$ cat config.mk
export PLATFORM = sky130hd
export DESIGN_NAME = fat_volume_geometry
export DESIGN_NICKNAME = d
export VERILOG_FILES = /design/src/rtl/core/fvg_pkg.sv /design/src/rtl/core/fat_volume_geometry.sv
export SDC_FILE = /design/constraint.sdc
export NUM_CORES = 2
export LEC_CHECK = 0
export BUFFER_PORTS_ARGS = -buffer_cell sky130_fd_sc_hd__buf_2
export CAP_MARGIN = 25
export CORE_MARGIN = 2
export CORE_UTILIZATION = 25
export CTS_CLUSTER_DIAMETER = 200
export DETAILED_ROUTE_END_ITERATION = 16
export MAX_ROUTING_LAYER = met4
export SYNTH_ARGS = -nofsm -noshare
export SYNTH_HDL_FRONTEND = slang
export SYNTH_SLANG_ARGS = --single-unit
$ cat constraint.sdc
create_clock -name clk -period 12.8 [get_ports clk]
set_input_delay 1.28 -clock clk [delete_from_list [all_inputs] [get_ports clk]]
set_output_delay 1.28 -clock clk [all_outputs]
set_load 0.02 [all_outputs]
$ cat src/rtl/core/fvg_pkg.sv
// shared constants, types and helpers for the fat volume geometry block
// no dependencies
package fvg_pkg;

  localparam int MAX_ALIGN_TRIES = 16;

  localparam logic [31:0] FAT12_LIMIT = 32'd4085;
  localparam logic [31:0] FAT16_LIMIT = 32'd65525;
  localparam logic [19:0] ROOT_BYTES  = 20'd16384;
  localparam logic [12:0] SECT_MIN    = 13'd512;
  localparam logic [12:0] SECT_MAX    = 13'd4096;
  localparam logic [6:0]  RES_FAT12   = 7'd2;
  localparam logic [6:0]  RES_FAT32   = 7'd32;
  localparam logic [6:0]  RES_LIMIT   = 7'(31 + MAX_ALIGN_TRIES);
  localparam logic [3:0]  MUL_STEPS   = 4'd13;
  localparam logic [5:0]  DIV_STEPS   = 6'd32;

  typedef enum logic [1:0] {
    FAT12 = 2'd0,
    FAT16 = 2'd1,
    FAT32 = 2'd2
  } fat_kind_t;

  typedef enum logic [10:0] {
    S_IDLE   = 11'b000_0000_0001,
    S_MUL    = 11'b000_0000_0010,
    S_CSDIV  = 11'b000_0000_0100,
    S_ROOT   = 11'b000_0000_1000,
    S_CNT    = 11'b000_0001_0000,
    S_F12    = 11'b000_0010_0000,
    S_F16    = 11'b000_0100_0000,
    S_F32CNT = 11'b000_1000_0000,
    S_F32LEN = 11'b001_0000_0000,
    S_SUB    = 11'b010_0000_0000,
    S_OUT    = 11'b100_0000_0000
  } state_t;

  // default cluster bytes from the volume size in bytes
  function automatic logic [31:0] dflt_cluster_bytes(input logic [44:0] vol);
    logic [31:0] r;
    begin
      if (|vol[44:41])      r = 32'd262144;
      else if (|vol[44:39]) r = 32'd131072;
      else if (|vol[44:37]) r = 32'd65536;
      else if (|vol[44:36]) r = 32'd32768;
      else if (|vol[44:35]) r = 32'd16384;
      else if (|vol[44:34]) r = 32'd8192;
      else if (|vol[44:29]) r = 32'd4096;
      else if (|vol[44:28]) r = 32'd2048;
      else if (|vol[44:20]) r = 32'd1024;
      else                  r = 32'd512;
      return r;
    end
  endfunction

endpackage

$ cat src/rtl/core/fat_volume_geometry.sv
// sequence: a shift-add size product, then a chain of bit-serial divisions, then the
//   load of the output register; 4 to 6 divisions plus 2 per fat32 alignment try
// throughput: one item at a time; the next item is taken the cycle after the result
//   moves to the output register, even while that result still waits there
// reset: synchronous active-low rst_n idles the sequencer and divider and clears out_valid
// depends on fvg_pkg
module fat_volume_geometry (
  input  logic        clk,
  input  logic        rst_n,
  input  logic        in_valid,
  output logic        in_ready,
  input  logic [31:0] in_total_sectors,
  input  logic [12:0] in_sector_bytes,
  input  logic [7:0]  in_cluster_request,
  output logic        out_valid,
  input  logic        out_ready,
  output logic [1:0]  out_fat_type,
  output logic [7:0]  out_cluster_sectors,
  output logic [6:0]  out_reserved_sectors,
  output logic [19:0] out_root_dir_bytes,
  output logic [31:0] out_cluster_count,
  output logic [31:0] out_fat_sectors,
  output logic [15:0] out_short_total_sectors,
  output logic [31:0] out_long_total_sectors,
  output logic        out_align_exhausted
);

  fvg_pkg::state_t state_r, state_nxt;

  logic [31:0] total_r, total_nxt;
  logic [12:0] ss_r, ss_nxt;
  logic [7:0]  csr_r, csr_nxt;
  logic [7:0]  cs_r, cs_nxt;
  logic [44:0] vol_r, vol_nxt;
  logic [12:0] msh_r, msh_nxt;
  logic [3:0]  mcnt_r, mcnt_nxt;
  logic        small_r, small_nxt;
  logic [31:0] cnt_r, cnt_nxt;
  logic [31:0] flen_r, flen_nxt;
  logic [6:0]  res_r, res_nxt;
  logic [1:0]  type_r, type_nxt;
  logic [19:0] root_r, root_nxt;
  logic        flag_r, flag_nxt;

  // bit-serial restoring divider
  logic [31:0] dq_r, dq_nxt;
  logic [12:0] rem_r, rem_nxt;
  logic [12:0] dv_r, dv_nxt;
  logic [5:0]  dcnt_r, dcnt_nxt;
  logic        div_done;
  logic [13:0] dtry;
  logic        ld;
  logic [31:0] ld_a;
  logic [12:0] ld_b;

  logic        ov_r, ov_nxt;
  logic [1:0]  o_type_r;
  logic [7:0]  o_cs_r;
  logic [6:0]  o_res_r;
  logic [19:0] o_root_r;
  logic [31:0] o_cnt_r, o_flen_r, o_long_r;
  logic [15:0] o_short_r;
  logic        o_flag_r;
  logic        load_out;

  logic [12:0] ss_in;
  logic [31:0] c3;
  logic [31:0] fs;
  logic [2:0]  align_sum;
  logic        aligned;
  logic        is_small;
  logic [6:0]  res_inc;

  assign in_ready = (state_r == fvg_pkg::S_IDLE);
  assign div_done = (dcnt_r == fvg_pkg::DIV_STEPS);
  assign dtry     = {rem_r, dq_r[31]};
  assign load_out = (state_r == fvg_pkg::S_OUT) && (!ov_r || out_ready);

  always_comb begin
    if (in_sector_bytes < fvg_pkg::SECT_MIN)      ss_in = fvg_pkg::SECT_MIN;
    else if (in_sector_bytes > fvg_pkg::SECT_MAX) ss_in = fvg_pkg::SECT_MAX;
    else                                          ss_in = in_sector_bytes;
  end

  assign is_small  = (vol_r[44:29] == 16'd0) && (!vol_r[28] || (vol_r[27:0] == 28'd0));
  assign c3        = dq_r + {dq_r[30:0], 1'b0} + 32'd1;
  assign align_sum = res_r[2:0] + {dq_r[1:0], 1'b0};
  assign aligned   = (ss_r != fvg_pkg::SECT_MIN) || (align_sum == 3'd0);
  assign res_inc   = res_r + 7'd1;

  always_comb begin
    state_nxt = state_r;
    total_nxt = total_r;
    ss_nxt    = ss_r;
    csr_nxt   = csr_r;
    cs_nxt    = cs_r;
    vol_nxt   = vol_r;
    msh_nxt   = msh_r;
    mcnt_nxt  = mcnt_r;
    small_nxt = small_r;
    cnt_nxt   = cnt_r;
    flen_nxt  = flen_r;
    res_nxt   = res_r;
    type_nxt  = type_r;
    root_nxt  = root_r;
    flag_nxt  = flag_r;
    ld        = 1'b0;
    ld_a      = 32'd0;
    ld_b      = ss_r;
    fs        = 32'd0;

    case (state_r)
      fvg_pkg::S_IDLE: begin
        if (in_valid) begin
          total_nxt = in_total_sectors;
          ss_nxt    = ss_in;
          msh_nxt   = ss_in;
          csr_nxt   = in_cluster_request;
          vol_nxt   = 45'd0;
          mcnt_nxt  = 4'd0;
          state_nxt = fvg_pkg::S_MUL;
        end
      end
      fvg_pkg::S_MUL: begin
        if (mcnt_r != fvg_pkg::MUL_STEPS) begin
          vol_nxt  = {vol_r[43:0], 1'b0} + (msh_r[12] ? {13'd0, total_r} : 45'd0);
          msh_nxt  = {msh_r[11:0], 1'b0};
          mcnt_nxt = mcnt_r + 4'd1;
        end else begin
          small_nxt = is_small;
          ld        = 1'b1;
          if (csr_r == 8'd0) begin
            ld_a      = fvg_pkg::dflt_cluster_bytes(vol_r);
            state_nxt = fvg_pkg::S_CSDIV;
          end else begin
            cs_nxt    = is_small ? 8'd1 : csr_r;
            ld_a      = {12'd0, fvg_pkg::ROOT_BYTES} + {19'd0, ss_r} - 32'd1;
            state_nxt = fvg_pkg::S_ROOT;
          end
        end
      end
      fvg_pkg::S_CSDIV: begin
        if (div_done) begin
          if (small_r || dq_r == 32'd0) cs_nxt = 8'd1;
          else if (dq_r > 32'd128)      cs_nxt = 8'd128;
          else                          cs_nxt = dq_r[7:0];
          ld        = 1'b1;
          ld_a      = {12'd0, fvg_pkg::ROOT_BYTES} + {19'd0, ss_r} - 32'd1;
          state_nxt = fvg_pkg::S_ROOT;
        end
      end
      fvg_pkg::S_ROOT: begin
        if (div_done) begin
          ld        = 1'b1;
          ld_a      = total_r - dq_r - {25'd0, fvg_pkg::RES_FAT12};
          ld_b      = {5'd0, cs_r};
          state_nxt = fvg_pkg::S_CNT;
        end
      end
      fvg_pkg::S_CNT: begin
        if (div_done) begin
          cnt_nxt   = dq_r;
          ld        = 1'b1;
          ld_a      = (c3 >> 1) + {19'd0, ss_r} - 32'd1;
          state_nxt = fvg_pkg::S_F12;
        end
      end
      fvg_pkg::S_F12: begin
        if (div_done) begin
          flen_nxt = dq_r;
          type_nxt = fvg_pkg::FAT12;
          res_nxt  = fvg_pkg::RES_FAT12;
          root_nxt = fvg_pkg::ROOT_BYTES;
          flag_nxt = 1'b0;
          ld       = 1'b1;
          if (cnt_r >= fvg_pkg::FAT12_LIMIT) begin
            type_nxt  = fvg_pkg::FAT16;
            ld_a      = {cnt_r[30:0], 1'b0} + {19'd0, ss_r} - 32'd1;
            state_nxt = fvg_pkg::S_F16;
          end else begin
            ld_a      = {dq_r[30:0], 1'b0};
            ld_b      = {5'd0, cs_r};
            state_nxt = fvg_pkg::S_SUB;
          end
        end
      end
      fvg_pkg::S_F16: begin
        if (div_done) begin
          flen_nxt = dq_r;
          ld       = 1'b1;
          ld_b     = {5'd0, cs_r};
          if (cnt_r >= fvg_pkg::FAT16_LIMIT) begin
            type_nxt  = fvg_pkg::FAT32;
            root_nxt  = 20'({12'd0, cs_r} * {7'd0, ss_r});
            res_nxt   = fvg_pkg::RES_FAT32;
            ld_a      = total_r - {25'd0, fvg_pkg::RES_FAT32};
            state_nxt = fvg_pkg::S_F32CNT;
          end else begin
            ld_a      = {dq_r[30:0], 1'b0};
            state_nxt = fvg_pkg::S_SUB;
          end
        end
      end
      fvg_pkg::S_F32CNT: begin
        if (div_done) begin
          cnt_nxt   = dq_r;
          ld        = 1'b1;
          ld_a      = {dq_r[29:0], 2'b00} + {19'd0, ss_r} - 32'd1;
          state_nxt = fvg_pkg::S_F32LEN;
        end
      end
      fvg_pkg::S_F32LEN: begin
        if (div_done) begin
          flen_nxt = dq_r;
          ld       = 1'b1;
          ld_b     = {5'd0, cs_r};
          if (!aligned && (res_r < fvg_pkg::RES_LIMIT)) begin
            res_nxt   = res_inc;
            ld_a      = total_r - {25'd0, res_inc};
            state_nxt = fvg_pkg::S_F32CNT;
          end else begin
            flag_nxt  = !aligned;
            ld_a      = {dq_r[30:0], 1'b0};
            state_nxt = fvg_pkg::S_SUB;
          end
        end
      end
      fvg_pkg::S_SUB: begin
        if (div_done) begin
          fs        = cnt_r - dq_r;
          cnt_nxt   = fs;
          state_nxt = fvg_pkg::S_OUT;
        end
      end
      fvg_pkg::S_OUT: begin
        if (load_out) state_nxt = fvg_pkg::S_IDLE;
      end
      default: state_nxt = fvg_pkg::S_IDLE;
    endcase
  end

  // one quotient bit per cycle
  always_comb begin
    dq_nxt   = dq_r;
    rem_nxt  = rem_r;
    dv_nxt   = dv_r;
    dcnt_nxt = dcnt_r;
    if (ld) begin
      dq_nxt   = ld_a;
      rem_nxt  = 13'd0;
      dv_nxt   = ld_b;
      dcnt_nxt = 6'd0;
    end else if (!div_done) begin
      if (dtry >= {1'b0, dv_r}) begin
        rem_nxt = 13'(dtry - {1'b0, dv_r});
        dq_nxt  = {dq_r[30:0], 1'b1};
      end else begin
        rem_nxt = dtry[12:0];
        dq_nxt  = {dq_r[30:0], 1'b0};
      end
      dcnt_nxt = dcnt_r + 6'd1;
    end
  end

  always_comb begin
    ov_nxt = ov_r;
    if (out_valid && out_ready) ov_nxt = 1'b0;
    if (load_out) ov_nxt = 1'b1;
  end

  always_ff @(posedge clk) begin
    if (!rst_n) begin
      state_r <= fvg_pkg::S_IDLE;
      dcnt_r  <= fvg_pkg::DIV_STEPS;
      ov_r    <= 1'b0;
    end else begin
      state_r <= state_nxt;
      dcnt_r  <= dcnt_nxt;
      ov_r    <= ov_nxt;
    end
  end

  always_ff @(posedge clk) begin
    total_r <= total_nxt;
    ss_r    <= ss_nxt;
    csr_r   <= csr_nxt;
    cs_r    <= cs_nxt;
    vol_r   <= vol_nxt;
    msh_r   <= msh_nxt;
    mcnt_r  <= mcnt_nxt;
    small_r <= small_nxt;
    cnt_r   <= cnt_nxt;
    flen_r  <= flen_nxt;
    res_r   <= res_nxt;
    type_r  <= type_nxt;
    root_r  <= root_nxt;
    flag_r  <= flag_nxt;
    dq_r    <= dq_nxt;
    rem_r   <= rem_nxt;
    dv_r    <= dv_nxt;
    if (load_out) begin
      o_type_r <= type_r;
      o_cs_r   <= cs_r;
      o_res_r  <= res_r;
      o_root_r <= root_r;
      o_cnt_r  <= cnt_r;
      o_flen_r <= flen_r;
      o_flag_r <= flag_r;
      if ((total_r >= 32'd65536) || (type_r == fvg_pkg::FAT32)) begin
        o_short_r <= 16'd0;
        o_long_r  <= total_r;
      end else begin
        o_short_r <= total_r[15:0];
        o_long_r  <= 32'd0;
      end
    end
  end

  assign out_valid               = ov_r;
  assign out_fat_type            = o_type_r;
  assign out_cluster_sectors     = o_cs_r;
  assign out_reserved_sectors    = o_res_r;
  assign out_root_dir_bytes      = o_root_r;
  assign out_cluster_count       = o_cnt_r;
  assign out_fat_sectors         = o_flen_r;
  assign out_short_total_sectors = o_short_r;
  assign out_long_total_sectors  = o_long_r;
  assign out_align_exhausted     = o_flag_r;

  a_accept_starts_mul: assert property (@(posedge clk) disable iff (!rst_n)
    (in_valid && in_ready) |=> (state_r == fvg_pkg::S_MUL))
    else $error("accepted item did not start the size product");

  a_div_count_bound: assert property (@(posedge clk) disable iff (!rst_n)
    dcnt_r <= fvg_pkg::DIV_STEPS)
    else $error("divider step count out of range");

  a_fat32_reserved: assert property (@(posedge clk) disable iff (!rst_n)
    $rose(ov_r) && (o_type_r == fvg_pkg::FAT32) |-> (o_res_r >= fvg_pkg::RES_FAT32))
    else $error("fat32 result with too few reserved sectors");

  a_flag_only_fat32: assert property (@(posedge clk) disable iff (!rst_n)
    $rose(ov_r) && (o_type_r != fvg_pkg::FAT32) |-> !o_flag_r)
    else $error("alignment flag set outside fat32");

endmodule

==> flow_metrics.env <==
export IMPL_finalWeightedCongestion=0.966
export IMPL_path_cells="inv_1 > ha_1 > nand3b_4 > o211ai_4 > nor3_1 > a221oi_1 > a311oi_1 > o221ai_1 > nand2_1 > xnor2_1 > inv_1 > ha_1 > a21oi_1 > nor2b_1 > or2_2 > a21o_1 > a21o_1 > a2111oi_0 > nor2_1 > mux2_2 > o221ai_1 > a221o_1 > a221oi_2 > a21oi_1"
export IMPL_critPathMaxFanout=10
export IMPL_core_um2=141000
export IMPL_cp_required_ns=13.19
export IMPL_synth_edf_count=413
export IMPL_outcome="finished, final reports clean"
export IMPL_cts_sinks=444
export IMPL_vias=29191
export IMPL_slew_headroom=0.186
export IMPL_final_core_utilization=0.288
export IMPL_finalPower_mw=6.41
export IMPL_rsz0062_at_grt="false"
export IMPL_finalSetupTns_ns=0
export IMPL_synth_seq_cells=444
export IMPL_fin_cells=5874
export IMPL_fp_dieW_um=381
export IMPL_clkSlewWorstSetupHoldPaths_ns=0.07
export IMPL_dr_pass1_iters=5
export IMPL_vdd_ir_drop_max_uv=120
export IMPL_clockBufferDepth=3
export IMPL_yosysSeqAreaShare=0.366
export IMPL_synth_area_top_cells="edfxtp_1, ha_1, inv_1"
export IMPL_route_detailed_drc=0
export IMPL_htree_levels=2
export IMPL_skew_ns=0.0424
export IMPL_grt_total_usage=0.168
export IMPL_synth_area_um2=35600
export IMPL_drt_iter0_drc=2448
export IMPL_cts_hold_buf=0
export IMPL_routed_wirelength_um=122000
export IMPL_grt_pass1_wl_um=180000
export IMPL_maxCapViolations=0
export IMPL_fin_crit_sh=0.495
export IMPL_critPathArrivalTime_ns=6.73
export IMPL_drive_gt1_frac=0.107
export IMPL_leakagePower_nw=16.6
export IMPL_fmax_mhz=158
export IMPL_cts_resized=0
export IMPL_yosys_cell_types_count=114
export IMPL_clk_latency_ns=0.67
export IMPL_ys_flop_type="edfxtp_1"
export IMPL_diodes=0
export IMPL_vias_per_cell=4.97
export IMPL_area_delta_synth_final_pct=14.3
export IMPL_io_pins=209
export IMPL_cp_slowest_cell="edfxtp_1"
export IMPL_numCtsBuffers=54
export IMPL_critical_path_class="flop to flop"
export IMPL_slowest_delay_ns=0.59
export IMPL_dp_cells=5773
export IMPL_dieHeight_um=381
export IMPL_dieArea_um2=146000
export IMPL_port_buffer_count=208
export IMPL_antenna_found_initial=1
export IMPL_power_density_nw_per_um2=157
export IMPL_syn_num_nets=4270
export IMPL_hold_ws_ns=0.415
export IMPL_fin_crit_ns=6.34
export IMPL_cts_setup_buffers=0
export IMPL_cp_end_kind="flop"
export IMPL_finalSetupViolations=0
export IMPL_syn_inst=3757
export IMPL_final_nets=4453
export IMPL_hpwlAfterDp_um=94400
export IMPL_synthArstFlopShare=0
export IMPL_grt_pass1_vias=28546
export IMPL_startpoint_type="flop"
export IMPL_start_util=0.252
export IMPL_grt_max_degree=151
export IMPL_hold_viol_final=0
export IMPL_slew_viol_final=0
export IMPL_synth_area_per_cell_um2=9.48
export IMPL_ant_nets=0
export IMPL_cts_root_buf="clkbuf_16"
export IMPL_yosysTopAreaCell="edfxtp_1"
export IMPL_cts_tree="yes"
export IMPL_grt_overflow_total=0
export IMPL_ys_warnings_count=0
export IMPL_rows=138
export IMPL_synth_top_area_frac=0.348
export IMPL_nFillCells=14838
export IMPL_worst_pin_slew_ns=1.22
export IMPL_hp_class="flop to flop"
export IMPL_wl_per_cell_um=20.7
==> cell usage after synthesis, types with 50 or more instances <==
master and count:
clkbuf_1 107, edfxtp_1 413, and2_1 133, nand3_1 50
nor3_1 65, fa_1 74, a21oi_1 245, ha_1 382
xor2_1 93, nand2_1 275, a21o_1 62, xnor2_1 173
nor2_1 305, inv_1 420, o21ai_0 187
==> critical path: cells and delay by family (launching register included) <==
| kind | cells | cell delay (ns) |
|---|---|---|
| flip-flops | 1 | 0.59 |
| AO/OA/AOI/OAI | 12 | 2.99 |
| XOR/XNOR | 1 | 0.22 |
| multiplexers | 1 | 0.25 |
| AND/OR/NAND/NOR | 6 | 0.82 |
| adder cells (fa/ha/maj) | 2 | 0.93 |
| buffers and inverters | 2 | 0.27 |
==> final timing paths <==
path / from / endpoint / slack [ns] / depth (start not counted)
setup reg to reg: dq_r[12]$_DFFE_PP_ / dq_r[29]$_DFFE_PP_ / 6.46 / 24
setup / recovery: dq_r[12]$_DFFE_PP_ / dq_r[29]$_DFFE_PP_ / 6.46 / 24
hold / removal: flen_r[25]$_DFFE_PP_ / out_fat_sectors[25]$_DFFE_PP_ / 0.42 / 0
hold reg to reg: flen_r[25]$_DFFE_PP_ / out_fat_sectors[25]$_DFFE_PP_ / 0.42 / 0
==> cell type report <==
class	count	area (um^2)	share of cell area
clock inverters	29	308	0.00756
flip-flops and latches	444	13000	0.320
clock buffers	71	1480	0.0363
multi-input cells	2765	20600	0.505
repair buffers	253	1400	0.0344
well taps	1890	2360	0.0581
inverters	422	1580	0.0389
==> layout by cell type, fill, tap and decap left out, types with 31 or more instances in the layout <==
cell type	n
buf_4	41
a21oi_1	242
ha_1	382
xor2_1	93
nor3_1	65
o21ai_1	32
nand3_1	50
nand4_1	32
nand2_1	275
edfxtp_1	413
nor2b_1	43
a221oi_1	35
fa_1	74
nor2_1	303
a21o_1	62
clkbuf_16	55
and2_1	132
inv_1	419
xnor2_1	173
o21ai_0	187
buf_2	210
o21bai_1	42
dfxtp_1	31
nand2b_1	44
==> through the flow <==
stage	setup slack (ns)	cell area, um^2
final	6.46	40700
after global placement	6.72	38900
after floorplan	4.11	35600
after CTS	6.61	40700
after detailed placement	6.64	38900
after global routing	6.02	40700
==> state kept, by name (all words and copies together), names as in the netlist, 6 cells and up <==
signal / flops
ss_r: 13
root_r: 20
out_cluster_sectors: 8
dcnt_r: 6
out_cluster_count: 32
out_root_dir_bytes: 20
out_reserved_sectors: 7
out_short_total_sectors: 16
dq_r: 32
flen_r: 32
csr_r: 8
state_r: 11
dv_r: 13
vol_r: 45
rem_r: 13
out_fat_sectors: 32
out_long_total_sectors: 32
cnt_r: 32
msh_r: 13
cs_r: 8
total_r: 32
res_r: 7
==> cells by family (layout without fill, tap and decap cells) <==
family / Yosys count / after routing / synth area share
muxes: 24 / 24 / 0.00709
buffers and inverters: 548 / 775 / 0.0592
and+or+nand+nor: 1095 / 1095 / 0.154
AOI/OAI and AO/OA: 921 / 921 / 0.171
adders and majority gates: 456 / 456 / 0.176
DFF: 444 / 444 / 0.366
xor gates and xnor gates: 269 / 269 / 0.0671
==> per-layer routing <==
metal | part of all wire | GRT usage | vias to the layer above | wire length [um]
met3 | 0.063 | 0.0226 | 228 | 7720
met1 | 0.45 | 0.223 | 14169 | 54500
li1 | - | - | 13745 | -
met2 | 0.45 | 0.261 | 1049 | 55000
met5 | 0 | - | - | 0
met4 | 0.038 | 0.0595 | 0 | 4570
==> power by group <==
| part | total (mW) | switching [mW] | internal (mW) |
|---|---|---|---|
| sequential | 1.84 | 0.152 | 1.69 |
| clock | 1.58 | 0.676 | 0.899 |
| combinational | 2.99 | 1.79 | 1.20 |
(Power assumes the default switching activity.)
